**src/design/bitbang_spi_master_byte_core_macros.svh**
```systemverilog
// ----------------------------------------------------------------------------
// SPI master assertion macros
// Shared concurrent assertion forms for the byte SPI master.
// ----------------------------------------------------------------------------
`ifndef BITBANG_SPI_MASTER_BYTE_CORE_MACROS_SVH
`define BITBANG_SPI_MASTER_BYTE_CORE_MACROS_SVH

// The consequent must hold in the same cycle as the antecedent.
`define BSM_ASSERT_SAME(label, ante, cons) \
    label: assert property (@(posedge clk) disable iff (!rst_n) (ante) |-> (cons)) \
        else $error("Same-cycle assertion failed.");

// The consequent must hold in the cycle after the antecedent.
`define BSM_ASSERT_NEXT(label, ante, cons) \
    label: assert property (@(posedge clk) disable iff (!rst_n) (ante) |=> (cons)) \
        else $error("Next-cycle assertion failed.");

`endif

```
**src/design/bsm_pkg.sv**
```systemverilog
// ----------------------------------------------------------------------------
// SPI master package
// Types, constants and register indexes shared by the byte SPI master.
// ----------------------------------------------------------------------------
`timescale 1ns / 1ps

package bsm_pkg;

    localparam int BYTE_BITS  = 8;
    localparam int BIT_CNT_W  = $clog2(BYTE_BITS);
    localparam int HALF_W     = 16;
    localparam int CFG_IDX_W  = 2;
    localparam int CFG_DATA_W = HALF_W;

    localparam logic [BIT_CNT_W-1:0] LAST_BIT = BIT_CNT_W'(BYTE_BITS - 1);

    localparam logic [CFG_IDX_W-1:0] CFG_CPOL        = 2'd0;
    localparam logic [CFG_IDX_W-1:0] CFG_CPHA        = 2'd1;
    localparam logic [CFG_IDX_W-1:0] CFG_LSB_FIRST   = 2'd2;
    localparam logic [CFG_IDX_W-1:0] CFG_HALF_PERIOD = 2'd3;

    localparam logic [HALF_W-1:0] HALF_PERIOD_RESET = 16'd1;

    typedef struct packed {
        logic              cpol;
        logic              cpha;
        logic              lsb_first;
        logic [HALF_W-1:0] half_period;
    } cfg_t;

    typedef struct packed {
        logic                 start_req;
        logic [BYTE_BITS-1:0] tx_byte;
        logic                 miso_level;
        logic                 tick_enable;
    } item_t;

    typedef struct packed {
        logic                 sck_level;
        logic                 mosi_level;
        logic                 busy_res;
        logic                 byte_done;
        logic [BYTE_BITS-1:0] rx_byte;
    } result_t;

endpackage

```
**src/design/bsm_cfg_regs.sv**
```systemverilog
// ----------------------------------------------------------------------------
// SPI master configuration registers
// Holds clock polarity, phase, bit order and half-period length.
// ----------------------------------------------------------------------------
`timescale 1ns / 1ps

module bsm_cfg_regs
(
    input  logic                           clk,
    input  logic                           rst_n,
    input  logic                           cfg_write_en,
    input  logic [bsm_pkg::CFG_IDX_W-1:0]  cfg_index,
    input  logic [bsm_pkg::CFG_DATA_W-1:0] cfg_data,
    output bsm_pkg::cfg_t                  cfg
);

    bsm_pkg::cfg_t cfg_reg;
    bsm_pkg::cfg_t cfg_next;

    always_comb
    begin
        cfg_next = cfg_reg;
        if (cfg_write_en)
        begin
            case (cfg_index)
                bsm_pkg::CFG_CPOL:        cfg_next.cpol        = cfg_data[0];
                bsm_pkg::CFG_CPHA:        cfg_next.cpha        = cfg_data[0];
                bsm_pkg::CFG_LSB_FIRST:   cfg_next.lsb_first   = cfg_data[0];
                bsm_pkg::CFG_HALF_PERIOD: cfg_next.half_period = cfg_data;
                default:                  cfg_next             = cfg_reg;
            endcase
        end
    end

    always_ff @(posedge clk or negedge rst_n)
    begin
        if (!rst_n)
        begin
            cfg_reg.cpol        <= 1'b0;
            cfg_reg.cpha        <= 1'b0;
            cfg_reg.lsb_first   <= 1'b0;
            cfg_reg.half_period <= bsm_pkg::HALF_PERIOD_RESET;
        end
        else
        begin
            cfg_reg <= cfg_next;
        end
    end

    assign cfg = cfg_reg;

endmodule

```
**src/design/bsm_engine.sv**
```systemverilog
// ----------------------------------------------------------------------------
// SPI master bit engine
// Holds the exchange state and advances it by one clock tick per word.
// ----------------------------------------------------------------------------
`timescale 1ns / 1ps

module bsm_engine
(
    input  logic             clk,
    input  logic             rst_n,
    input  logic             step_en,
    input  bsm_pkg::cfg_t    cfg,
    input  bsm_pkg::item_t   item,
    output bsm_pkg::result_t result
);

    logic [bsm_pkg::HALF_W-1:0]    half_counter_reg;
    logic [bsm_pkg::HALF_W-1:0]    half_counter_next;
    logic [bsm_pkg::BIT_CNT_W-1:0] bit_count_reg;
    logic [bsm_pkg::BIT_CNT_W-1:0] bit_count_next;
    logic                          second_half_reg;
    logic                          second_half_next;
    logic [bsm_pkg::BYTE_BITS-1:0] tx_shifter_reg;
    logic [bsm_pkg::BYTE_BITS-1:0] tx_shifter_next;
    logic [bsm_pkg::BYTE_BITS-1:0] rx_shifter_reg;
    logic [bsm_pkg::BYTE_BITS-1:0] rx_shifter_next;
    logic                          active_reg;
    logic                          active_next;
    logic                          clock_out_reg;
    logic                          clock_out_next;
    logic                          data_out_reg;
    logic                          data_out_next;

    logic [bsm_pkg::HALF_W:0]      limit;
    logic [bsm_pkg::HALF_W:0]      count_inc;
    logic                          first_level;
    logic                          done;
    logic [bsm_pkg::BYTE_BITS-1:0] rx_out;

    always_comb
    begin
        limit       = (cfg.half_period == '0) ? (bsm_pkg::HALF_W + 1)'(1)
                                              : {1'b0, cfg.half_period};
        count_inc   = {1'b0, half_counter_reg} + (bsm_pkg::HALF_W + 1)'(1);
        first_level = cfg.cpol ^ cfg.cpha;

        half_counter_next = half_counter_reg;
        bit_count_next    = bit_count_reg;
        second_half_next  = second_half_reg;
        tx_shifter_next   = tx_shifter_reg;
        rx_shifter_next   = rx_shifter_reg;
        active_next       = active_reg;
        clock_out_next    = clock_out_reg;
        data_out_next     = data_out_reg;
        done              = 1'b0;
        rx_out            = '0;

        if (!active_reg)
        begin
            if (item.start_req)
            begin
                tx_shifter_next   = item.tx_byte;
                rx_shifter_next   = '0;
                bit_count_next    = '0;
                second_half_next  = 1'b0;
                half_counter_next = '0;
                active_next       = 1'b1;
                clock_out_next    = first_level;
            end
        end
        else if (item.tick_enable)
        begin
            if (count_inc >= limit)
            begin
                half_counter_next = '0;
                if (!second_half_reg)
                begin
                    // Mid-bit: drive MOSI, sample MISO and toggle SCK.
                    if (cfg.lsb_first)
                    begin
                        data_out_next   = tx_shifter_reg[0];
                        tx_shifter_next = {1'b0, tx_shifter_reg[bsm_pkg::BYTE_BITS-1:1]};
                        rx_shifter_next = {item.miso_level,
                                           rx_shifter_reg[bsm_pkg::BYTE_BITS-1:1]};
                    end
                    else
                    begin
                        data_out_next   = tx_shifter_reg[bsm_pkg::BYTE_BITS-1];
                        tx_shifter_next = {tx_shifter_reg[bsm_pkg::BYTE_BITS-2:0], 1'b0};
                        rx_shifter_next = {rx_shifter_reg[bsm_pkg::BYTE_BITS-2:0],
                                           item.miso_level};
                    end
                    clock_out_next   = ~clock_out_reg;
                    second_half_next = 1'b1;
                end
                else
                begin
                    second_half_next = 1'b0;
                    if (bit_count_reg == bsm_pkg::LAST_BIT)
                    begin
                        bit_count_next = '0;
                        active_next    = 1'b0;
                        clock_out_next = cfg.cpol;
                        done           = 1'b1;
                        rx_out         = rx_shifter_reg;
                    end
                    else
                    begin
                        bit_count_next = bit_count_reg + bsm_pkg::BIT_CNT_W'(1);
                        clock_out_next = first_level;
                    end
                end
            end
            else
            begin
                half_counter_next = count_inc[bsm_pkg::HALF_W-1:0];
            end
        end

        result.sck_level  = clock_out_next;
        result.mosi_level = data_out_next;
        result.busy_res   = active_next;
        result.byte_done  = done;
        result.rx_byte    = rx_out;
    end

    always_ff @(posedge clk or negedge rst_n)
    begin
        if (!rst_n)
        begin
            half_counter_reg <= '0;
            bit_count_reg    <= '0;
            second_half_reg  <= 1'b0;
            tx_shifter_reg   <= '0;
            rx_shifter_reg   <= '0;
            active_reg       <= 1'b0;
            clock_out_reg    <= 1'b0;
            data_out_reg     <= 1'b0;
        end
        else if (step_en)
        begin
            half_counter_reg <= half_counter_next;
            bit_count_reg    <= bit_count_next;
            second_half_reg  <= second_half_next;
            tx_shifter_reg   <= tx_shifter_next;
            rx_shifter_reg   <= rx_shifter_next;
            active_reg       <= active_next;
            clock_out_reg    <= clock_out_next;
            data_out_reg     <= data_out_next;
        end
    end

endmodule

```
**src/design/bitbang_spi_master_byte_core.sv**
```systemverilog
// Full-duplex SPI master for one byte in modes 0 to 3. Each input word is one
// clock tick of the serial engine and produces exactly one result word giving
// SCK, MOSI, busy, done and the received byte. A word is accepted every cycle
// unless the output side stalls; its result passes through one input register,
// then the single state-update stage that writes the result register; that stage
// sets the sustained rate of one word per cycle while out_ready does not stall it.
// Each SCK half lasts max(half_period, 1) words with tick_enable high, so a byte
// spans 16 * max(half_period, 1) ticks after the start word.
// ----------------------------------------------------------------------------
// SPI master top level
// Input register, bit engine and output register with valid/ready handshakes.
// ----------------------------------------------------------------------------
`timescale 1ns / 1ps

`include "bitbang_spi_master_byte_core_macros.svh"

module bitbang_spi_master_byte_core
(
    input  logic                           clk,
    input  logic                           rst_n,

    input  logic                           cfg_write_en,
    input  logic [bsm_pkg::CFG_IDX_W-1:0]  cfg_index,
    input  logic [bsm_pkg::CFG_DATA_W-1:0] cfg_data,

    input  logic                           in_valid,
    output logic                           in_ready,
    input  logic                           start_req,
    input  logic [bsm_pkg::BYTE_BITS-1:0]  tx_byte,
    input  logic                           miso_level,
    input  logic                           tick_enable,

    output logic                           out_valid,
    input  logic                           out_ready,
    output logic                           sck_level,
    output logic                           mosi_level,
    output logic                           busy_res,
    output logic                           byte_done,
    output logic [bsm_pkg::BYTE_BITS-1:0]  rx_byte
);

    bsm_pkg::cfg_t    cfg;
    bsm_pkg::item_t   in_item;
    bsm_pkg::result_t step_result;

    logic             s1_valid_reg;
    logic             s1_valid_next;
    bsm_pkg::item_t   s1_item_reg;
    logic             out_valid_reg;
    logic             out_valid_next;
    bsm_pkg::result_t out_res_reg;

    logic             advance;
    logic             step_en;
    logic             in_accept;

    assign in_item.start_req   = start_req;
    assign in_item.tx_byte     = tx_byte;
    assign in_item.miso_level  = miso_level;
    assign in_item.tick_enable = tick_enable;

    assign advance   = !out_valid_reg || out_ready;
    assign step_en   = s1_valid_reg && advance;
    assign in_ready  = !s1_valid_reg || advance;
    assign in_accept = in_valid && in_ready;

    always_comb
    begin
        s1_valid_next  = in_accept ? 1'b1 : (step_en ? 1'b0 : s1_valid_reg);
        out_valid_next = advance ? s1_valid_reg : out_valid_reg;
    end

    bsm_cfg_regs u_cfg
    (
        .clk          (clk),
        .rst_n        (rst_n),
        .cfg_write_en (cfg_write_en),
        .cfg_index    (cfg_index),
        .cfg_data     (cfg_data),
        .cfg          (cfg)
    );

    bsm_engine u_engine
    (
        .clk     (clk),
        .rst_n   (rst_n),
        .step_en (step_en),
        .cfg     (cfg),
        .item    (s1_item_reg),
        .result  (step_result)
    );

    always_ff @(posedge clk or negedge rst_n)
    begin
        if (!rst_n)
        begin
            s1_valid_reg  <= 1'b0;
            out_valid_reg <= 1'b0;
        end
        else
        begin
            s1_valid_reg  <= s1_valid_next;
            out_valid_reg <= out_valid_next;
        end
    end

    always_ff @(posedge clk)
    begin
        if (in_accept)
        begin
            s1_item_reg <= in_item;
        end
        if (step_en)
        begin
            out_res_reg <= step_result;
        end
    end

    assign out_valid  = out_valid_reg;
    assign sck_level  = out_res_reg.sck_level;
    assign mosi_level = out_res_reg.mosi_level;
    assign busy_res   = out_res_reg.busy_res;
    assign byte_done  = out_res_reg.byte_done;
    assign rx_byte    = out_res_reg.rx_byte;

    `BSM_ASSERT_SAME(a_done_ends_busy, out_valid_reg && out_res_reg.byte_done, !out_res_reg.busy_res)
    `BSM_ASSERT_SAME(a_rx_only_on_done, out_valid_reg && !out_res_reg.byte_done, out_res_reg.rx_byte == '0)
    `BSM_ASSERT_NEXT(a_stage_holds, s1_valid_reg && !advance, s1_valid_reg)

endmodule

```
**config.mk**
```make
export PLATFORM = sky130hd
export DESIGN_NAME = bitbang_spi_master_byte_core
export DESIGN_NICKNAME = d
export VERILOG_FILES = /design/src/design/bsm_pkg.sv /design/src/design/bsm_cfg_regs.sv /design/src/design/bsm_engine.sv /design/src/design/bitbang_spi_master_byte_core.sv
export VERILOG_INCLUDE_DIRS = /design/src /design/src/design
export SDC_FILE = /design/constraint.sdc
export NUM_CORES = 1
export LEC_CHECK = 0
export CAP_MARGIN = 5
export CORE_UTILIZATION = 57
export DETAILED_ROUTE_END_ITERATION = 8
export DONT_BUFFER_PORTS = 1
export PLACE_DENSITY = 0.76
export SLEW_MARGIN = 20
export SYNTH_ARGS = -nofsm -noshare
export SYNTH_HDL_FRONTEND = slang
export SYNTH_SLANG_ARGS = --single-unit
```
**constraint.sdc**
```tcl
create_clock -name clk -period 3.8 [get_ports clk]
set_input_delay 0.38 -clock clk [delete_from_list [all_inputs] [get_ports clk]]
set_output_delay 0.38 -clock clk [all_outputs]
set_load 0.05 [all_outputs]
```
; Word level (Yosys, flattened, before mapping)
; Cells that the tools add are included.
[op_classes]
eq_ne = 8
reduce_logical = 20
n_addsub = 2
n_mux = 48
order_cmp = 1
n_bitwise = 2
[op_table]
columns = op, count
row1 = $mux W8, 12
row2 = $mux W16, 5
row3 = $mux W1, 25
row4 = $mux W3, 6
row5 = $add A16 B1 Y17 const B, 1
row6 = $ge A17 B17 Y1, 1
row7 = $logic_not A16 Y1, 1
row8 = $reduce_and A5 Y1, 3
row9 = $reduce_and A2 Y1, 4
row10 = $reduce_and A4 Y1, 2
row11 = $ne A2 B2 Y1 const B, 3
row12 = $eq A2 B2 Y1 const B, 2
row13 = $reduce_bool A2 Y1, 2
row14 = $add A3 B1 Y3 const B, 1
row15 = $eq A3 B3 Y1 const B, 1
row16 = $reduce_and A3 Y1, 1
row17 = $eq A2 B1 Y1 const B, 1
row18 = $logic_and A1 B1 Y1, 2
row19 = $logic_not A1 Y1, 2
row20 = $logic_not A2 Y1, 1
row21 = $logic_or A1 B1 Y1, 2
row22 = $ne A2 B1 Y1 const B, 1
row23 = $not A1 Y1, 1
row24 = $xor A1 B1 Y1, 1
[totals]
inputBits = 34
out_inout_bits = 14
ff_bits = 83

; Longest topological paths before layout
[logic_depth]
depth_word = 6
ltp_mapped = 15
depth_no_buf = 12

; Hierarchy
; From an unflattened synthesis, not the netlist that was laid out.
[unflattened]
cells_unflattened = 393
area_unflattened_um2 = 4509.3
[by_module_without_submodules]
columns = module, area_each_um2, cells_each, n_inst
row1 = bsm_engine, 2935.3, 319, 1
row2 = bitbang_spi_master_byte_core, 794.5, 31, 1
row3 = bsm_cfg_regs, 779.5, 43, 1

; Worst setup path before layout
; No wires, ideal clock.
[synth_timing]
path_type = reg-to-reg
from = reg u_engine.half_counter_reg[2] (netlist name)
to = reg out_res_reg, in the netlist rx_byte[0], data pin
required_time_ns = 3.545
t_arrival_ns = 3.366
slack_ns = 0.180
period_less_slack_ns = 3.620
n_path_buf = 2
path_stages_with_launch = 15
cell_sequence = dfrtp_1 nand3_4 nor4_1 and3_1 nand3_1 xnor2_1 ha_1 o21a_1 o21a_1 a221oi_2 and3_1 buf_2 nor3_1 clkbuf_1 and2_1
[synth_between]
elab_chain_len = 3
[synth_rtl]
columns = element, line_no
row1 = start: declaration, bsm_engine.sv:17  ; logic [bsm_pkg::HALF_W-1:0] half_counter_reg;
row2 = start signal: assignment, bsm_engine.sv:142  ; half_counter_reg <= half_counter_next;
row3 = $add A16 B1 Y17, bsm_engine.sv:44  ; count_inc = {1'b0, half_counter_reg} + (bsm_pkg::HALF_W + 1)'(1);
row4 = $ge A17 B17 Y1, bsm_engine.sv:73  ; if (count_inc >= limit)
row5 = $reduce_and A5 Y1 (no line), n/a
row6 = end signal: assignment, bitbang_spi_master_byte_core.sv:115  ; out_res_reg <= step_result;
row7 = end: declaration, bitbang_spi_master_byte_core.sv:51  ; bsm_pkg::result_t out_res_reg;
; Every way passes these cells.
; A chain may end at the register's enable or synchronous reset.

; Final worst setup path
[layout_timing]
from = reg u_engine.half_counter_reg[2] (netlist name)
to = reg u_engine.tx_shifter_reg[0] (netlist name)
[layout_between]
elab_chain_len = 4
[layout_rtl]
columns = element, line_no
row1 = $add A16 B1 Y17, bsm_engine.sv:44
row2 = $ge A17 B17 Y1, bsm_engine.sv:73
row3 = $ne A2 B2 Y1 (no line), n/a
row4 = $reduce_and A5 Y1 (no line), n/a
row5 = end signal: assignment, bsm_engine.sv:145  ; tx_shifter_reg <= tx_shifter_next;
row6 = end: declaration, bsm_engine.sv:23  ; logic [bsm_pkg::BYTE_BITS-1:0] tx_shifter_reg;
; Every way passes these cells.

==> flow_summary.html <==
<table>
<tr><th>Metric</th><th>Value</th></tr>
<tr><th colspan="2">Outcome</th></tr>
<tr><td>Status</td><td>finished, final reports clean</td></tr>
<tr><th colspan="2">Job</th></tr>
<tr><td>Number of max-capacitance violations reported</td><td>0</td></tr>
<tr><th colspan="2">Hold path</th></tr>
<tr><td>Launch point of the worst hold path</td><td>miso_level</td></tr>
<tr><td>Hold crit path type</td><td>in -&gt; reg</td></tr>
<tr><th colspan="2">Synthesis</th></tr>
<tr><td>Leading post-synthesis cells by cell area</td><td>dfrtp_1 34%, edfxtp_1 16%, mux2_2 6.2%</td></tr>
<tr><td>Most common flop cell mapped by yosys</td><td>dfrtp_1</td></tr>
<tr><td>Post-synthesis cell count</td><td>396</td></tr>
<tr><td>Most frequent cell after synthesis</td><td>dfrtp_1</td></tr>
<tr><td>Number of synthesized register bits</td><td>83</td></tr>
<tr><td>Avg Synthesized Cell Area</td><td>11.0 µm²</td></tr>
<tr><td>Number of warnings reported in the yosys synthesis log</td><td>0</td></tr>
<tr><td>EDFF count, synth</td><td>23</td></tr>
<tr><td>Cell accounting for the most synthesized area</td><td>dfrtp_1</td></tr>
<tr><td>Async set or reset register ratio after synthesis</td><td>0.723</td></tr>
<tr><td>Portion of synthesized cell area occupied by the leading cell type</td><td>0.339</td></tr>
<tr><td>Part of the Yosys area used for sequential elements</td><td>0.503</td></tr>
<tr><td>Syn_nets</td><td>449</td></tr>
<tr><td>Synthesized cell area</td><td>4360 µm²</td></tr>
<tr><td>Number of different library cells in the post-synthesis netlist</td><td>50</td></tr>
<tr><td>Commonest cells post-synth</td><td>59 x dfrtp_1, 35 x nand2_1, 24 x mux2_2, 23 x edfxtp_1, 21 x inv_1</td></tr>
<tr><th colspan="2">Power</th></tr>
<tr><td>Sequential power share</td><td>0.517</td></tr>
<tr><td>Clock network power share</td><td>0.278</td></tr>
<tr><td>Leakage power of the design</td><td>2.00 nW</td></tr>
<tr><td>Post-route total power</td><td>2.33 mW</td></tr>
<tr><td>P_sw</td><td>757 µW</td></tr>
<tr><td>Part of the power in combinational logic</td><td>0.206</td></tr>
<tr><td>Switching part of the total</td><td>0.325</td></tr>
<tr><td>Max IR drop VDD</td><td>0.245 mV</td></tr>
<tr><td>Power Density</td><td>490 nW/µm²</td></tr>
<tr><td>Internal Pwr Total</td><td>1.57 mW</td></tr>
<tr><th colspan="2">Cells and area</th></tr>
<tr><td>Area of all placed cells without fillers</td><td>4760 µm²</td></tr>
<tr><td>Layout-stage area growth over the synthesis result</td><td>9.18%</td></tr>
<tr><td>Flip-flop count of the largest register after layout</td><td>19</td></tr>
<tr><td>Number of antenna diodes</td><td>0</td></tr>
<tr><td>Share of post-route cells with drive strength above 1</td><td>0.154</td></tr>
<tr><td>Layout net count</td><td>456</td></tr>
<tr><th colspan="2">GRT</th></tr>
<tr><td>Wire length of the first global-routing pass</td><td>14.6 mm</td></tr>
<tr><td>Layer with the highest usage after global routing</td><td>met2</td></tr>
<tr><td>Global-route track usage on met3</td><td>0.0471</td></tr>
<tr><td>Met1 routing resource usage after global routing</td><td>0.341</td></tr>
<tr><td>All-Layer GR Usage</td><td>0.244</td></tr>
<tr><td>Total congestion overflow</td><td>0</td></tr>
<tr><td>Antenna violations before repair</td><td>0</td></tr>
<tr><td>Pin count of the biggest net entering global routing</td><td>61</td></tr>
<tr><td>Met2 Usage GRT</td><td>0.373</td></tr>
<tr><td>Vias in the first global route</td><td>3022</td></tr>
<tr><th colspan="2">Floorplanning</th></tr>
<tr><td>Initial core utilization</td><td>0.595</td></tr>
<tr><td>Die footprint</td><td>8000 µm²</td></tr>
<tr><td>Number of cell rows</td><td>31</td></tr>
<tr><td>Width of the die</td><td>89.5 µm</td></tr>
<tr><td>Core area</td><td>7330 µm²</td></tr>
<tr><td>Floorplan die height</td><td>89.5 µm</td></tr>
<tr><td>I/O pins</td><td>48</td></tr>
<tr><th colspan="2">CTS</th></tr>
<tr><td>TritonCTS clock tree</td><td>done</td></tr>
<tr><td>CTS clk-pin slew, worst paths</td><td>0.09 ns</td></tr>
<tr><td>Worst-Skew Late Latency</td><td>0.36 ns</td></tr>
<tr><td>Maximum buffer depth of the clock tree</td><td>2</td></tr>
<tr><td>H-Tree Depth</td><td>3</td></tr>
<tr><td>CTS root buf</td><td>clkbuf_8</td></tr>
<tr><td>Clock buffers created by TritonCTS</td><td>9</td></tr>
<tr><td>TritonCTS sink count</td><td>83</td></tr>
<tr><th colspan="2">Setup path</th></tr>
<tr><td>Required time of the worst setup path</td><td>4.05 ns</td></tr>
<tr><td>Critical Path Sink Type</td><td>flop</td></tr>
<tr><td>Category of the worst setup path launch point</td><td>flop</td></tr>
<tr><td>Critical register-to-register path startpoint</td><td>u_engine.half_counter_reg[2]</td></tr>
<tr><td>Critical Path Source</td><td>u_engine.half_counter_reg[2]</td></tr>
<tr><td>Data arrival at the endpoint of the critical path</td><td>3.87 ns</td></tr>
<tr><td>Classification of the worst setup path</td><td>reg -&gt; reg</td></tr>
<tr><td>Maximum net fanout on the critical path</td><td>8</td></tr>
<tr><th colspan="2">STA</th></tr>
<tr><td>Fmax achieved</td><td>276 MHz</td></tr>
<tr><td>Final count of hold timing violations</td><td>0</td></tr>
<tr><td>Relative slew slack</td><td>0.405</td></tr>
<tr><td>Fin crit period</td><td>3.63 ns</td></tr>
<tr><td>Worst-case setup margin in the final layout</td><td>0.172 ns</td></tr>
<tr><td>Setup Viol. Count Final</td><td>0</td></tr>
<tr><td>Post-route fraction of the period consumed by the critical path</td><td>0.955</td></tr>
<tr><td>Count of final max-slew check failures</td><td>0</td></tr>
<tr><td>Actual transition at the worst max-transition pin</td><td>0.892 ns</td></tr>
<tr><td>Hold_ws</td><td>0.104 ns</td></tr>
<tr><td>Unrepaired setup endpoints after global routing</td><td>true</td></tr>
<tr><td>Clock skew after layout</td><td>0.0108 ns</td></tr>
<tr><th colspan="2">Route</th></tr>
<tr><td>Residual antenna-violating net count after detailed routing</td><td>0</td></tr>
<tr><td>Aggregate routed wire length</td><td>8.80 mm</td></tr>
<tr><td>First-pass detailed-route iteration total</td><td>4</td></tr>
<tr><td>Number of design rule violations left after detail routing</td><td>0</td></tr>
<tr><td>Vias per inst</td><td>6.17</td></tr>
<tr><td>Routed WL per cell</td><td>17.4 µm</td></tr>
<tr><td>Number of DRC markers in iteration 0</td><td>207</td></tr>
<tr><td>Number of vias in the routed layout</td><td>3127</td></tr>
<tr><th colspan="2">Place</th></tr>
<tr><td>DP Wirelength</td><td>6.08 mm</td></tr>
<tr><td>Count of buffers from port buffering</td><td>0</td></tr>
<tr><td>Pre-CTS setup slack</td><td>0.0144 ns</td></tr>
<tr><td>Placed inst area</td><td>4480 µm²</td></tr>
<tr><td>Gp weighted congestion</td><td>0.844</td></tr>
</table>
routing by layer:
metal | part of all wire | vias up
li1 | - | 1474
met1 | 0.45 | 1557
met2 | 0.48 | 79
met3 | 0.046 | 17
met4 | 0.021 | 0
met5 | 0 | -
power by group through the flow:
stage / clock (mW) / sequential, mW / combinational, mW
after floorplan: 0 / 1.17 / 0.381
after global placement: 0 / 1.21 / 0.429
after detailed placement: 0 / 1.22 / 0.450
after CTS: 0.657 / 1.20 / 0.477
after global routing: 0.697 / 1.22 / 0.537
final: 0.647 / 1.20 / 0.480
kinds of logic after synthesis:
group / Yosys count / share of synthesized area
AO/OA/AOI/OAI: 76 / 0.131
XOR/XNOR: 16 / 0.0321
adder cells (fa/ha/maj): 19 / 0.0545
buffers and inverters: 38 / 0.0336
flip-flops: 83 / 0.503
multiplexers: 37 / 0.0918
AND/OR/NAND/NOR: 127 / 0.154
worst max-delay path, stage by stage (launching register included):
cell      delay (ns)
dfrtp_1         0.50
nand3_4         0.16
nor4_2          0.33
and3_1          0.22
nand3_1         0.15
xnor2_1         0.18
ha_1            0.32
o21a_1          0.17
o21a_1          0.18
a221oi_2        0.44
a31oi_2         0.36
buf_4           0.26
o22ai_1         0.15
a211oi_1        0.09
what timing repair did:
action / CTS / global route
buffers inserted: 0 / 3
hold buffers: 2 / 0
resized for setup: 1 / 5
setup endpoints to repair: 7 / 35
pin swaps: 0 / 2
hold endpoints to repair: 60 / 0
layout make-up:
class / instances / area (µm²)
Clock buffer: 9 / 124
Clock inverter: 7 / 75.1
Fill cell: 551 / 2570
Inverter: 21 / 78.8
Multi-Input combinational cell: 275 / 2040
Sequential cell: 83 / 2190
Tap cell: 99 / 124
Timing Repair Buffer: 13 / 120
worst paths after layout:
check / end / slack [ns] / cells after the start
setup / recovery: u_engine.tx_shifter_reg[0] / 0.17 / 13
hold / removal: s1_item_reg[1] / 0.10 / 0
setup reg to reg: u_engine.tx_shifter_reg[0] / 0.17 / 13
hold reg to reg: u_engine.tx_shifter_reg[6] / 0.49 / 1
max in group asynchronous: u_cfg.cfg[0] / 2.96 / 2
min in group asynchronous: u_engine.half_counter_reg[0] / 0.55 / 2
cells in the final DEF (no fill, tap or decap), types with 11 or more instances in the layout:
master    instances
buf_4            11
nor2_1           20
ha_1             18
xnor2_1          11
mux2_2           24
inv_1            21
mux2i_1          13
and2_1           11
dfrtp_1          59
edfxtp_1         23
o21ai_0          18
nand2_1          35
per-stage QoR:
step | cells | utilization | setup TNS (ns)
detailed placement | 486 | 0.611 | 0
global placement | 486 | 0.611 | 0
global route | 507 | 0.649 | -0.0877
floorplan | 396 | - | 0
CTS | 504 | 0.643 | 0
finish | 507 | 0.649 | 0
No activity file was read; power rests on OpenSTA's default activity.
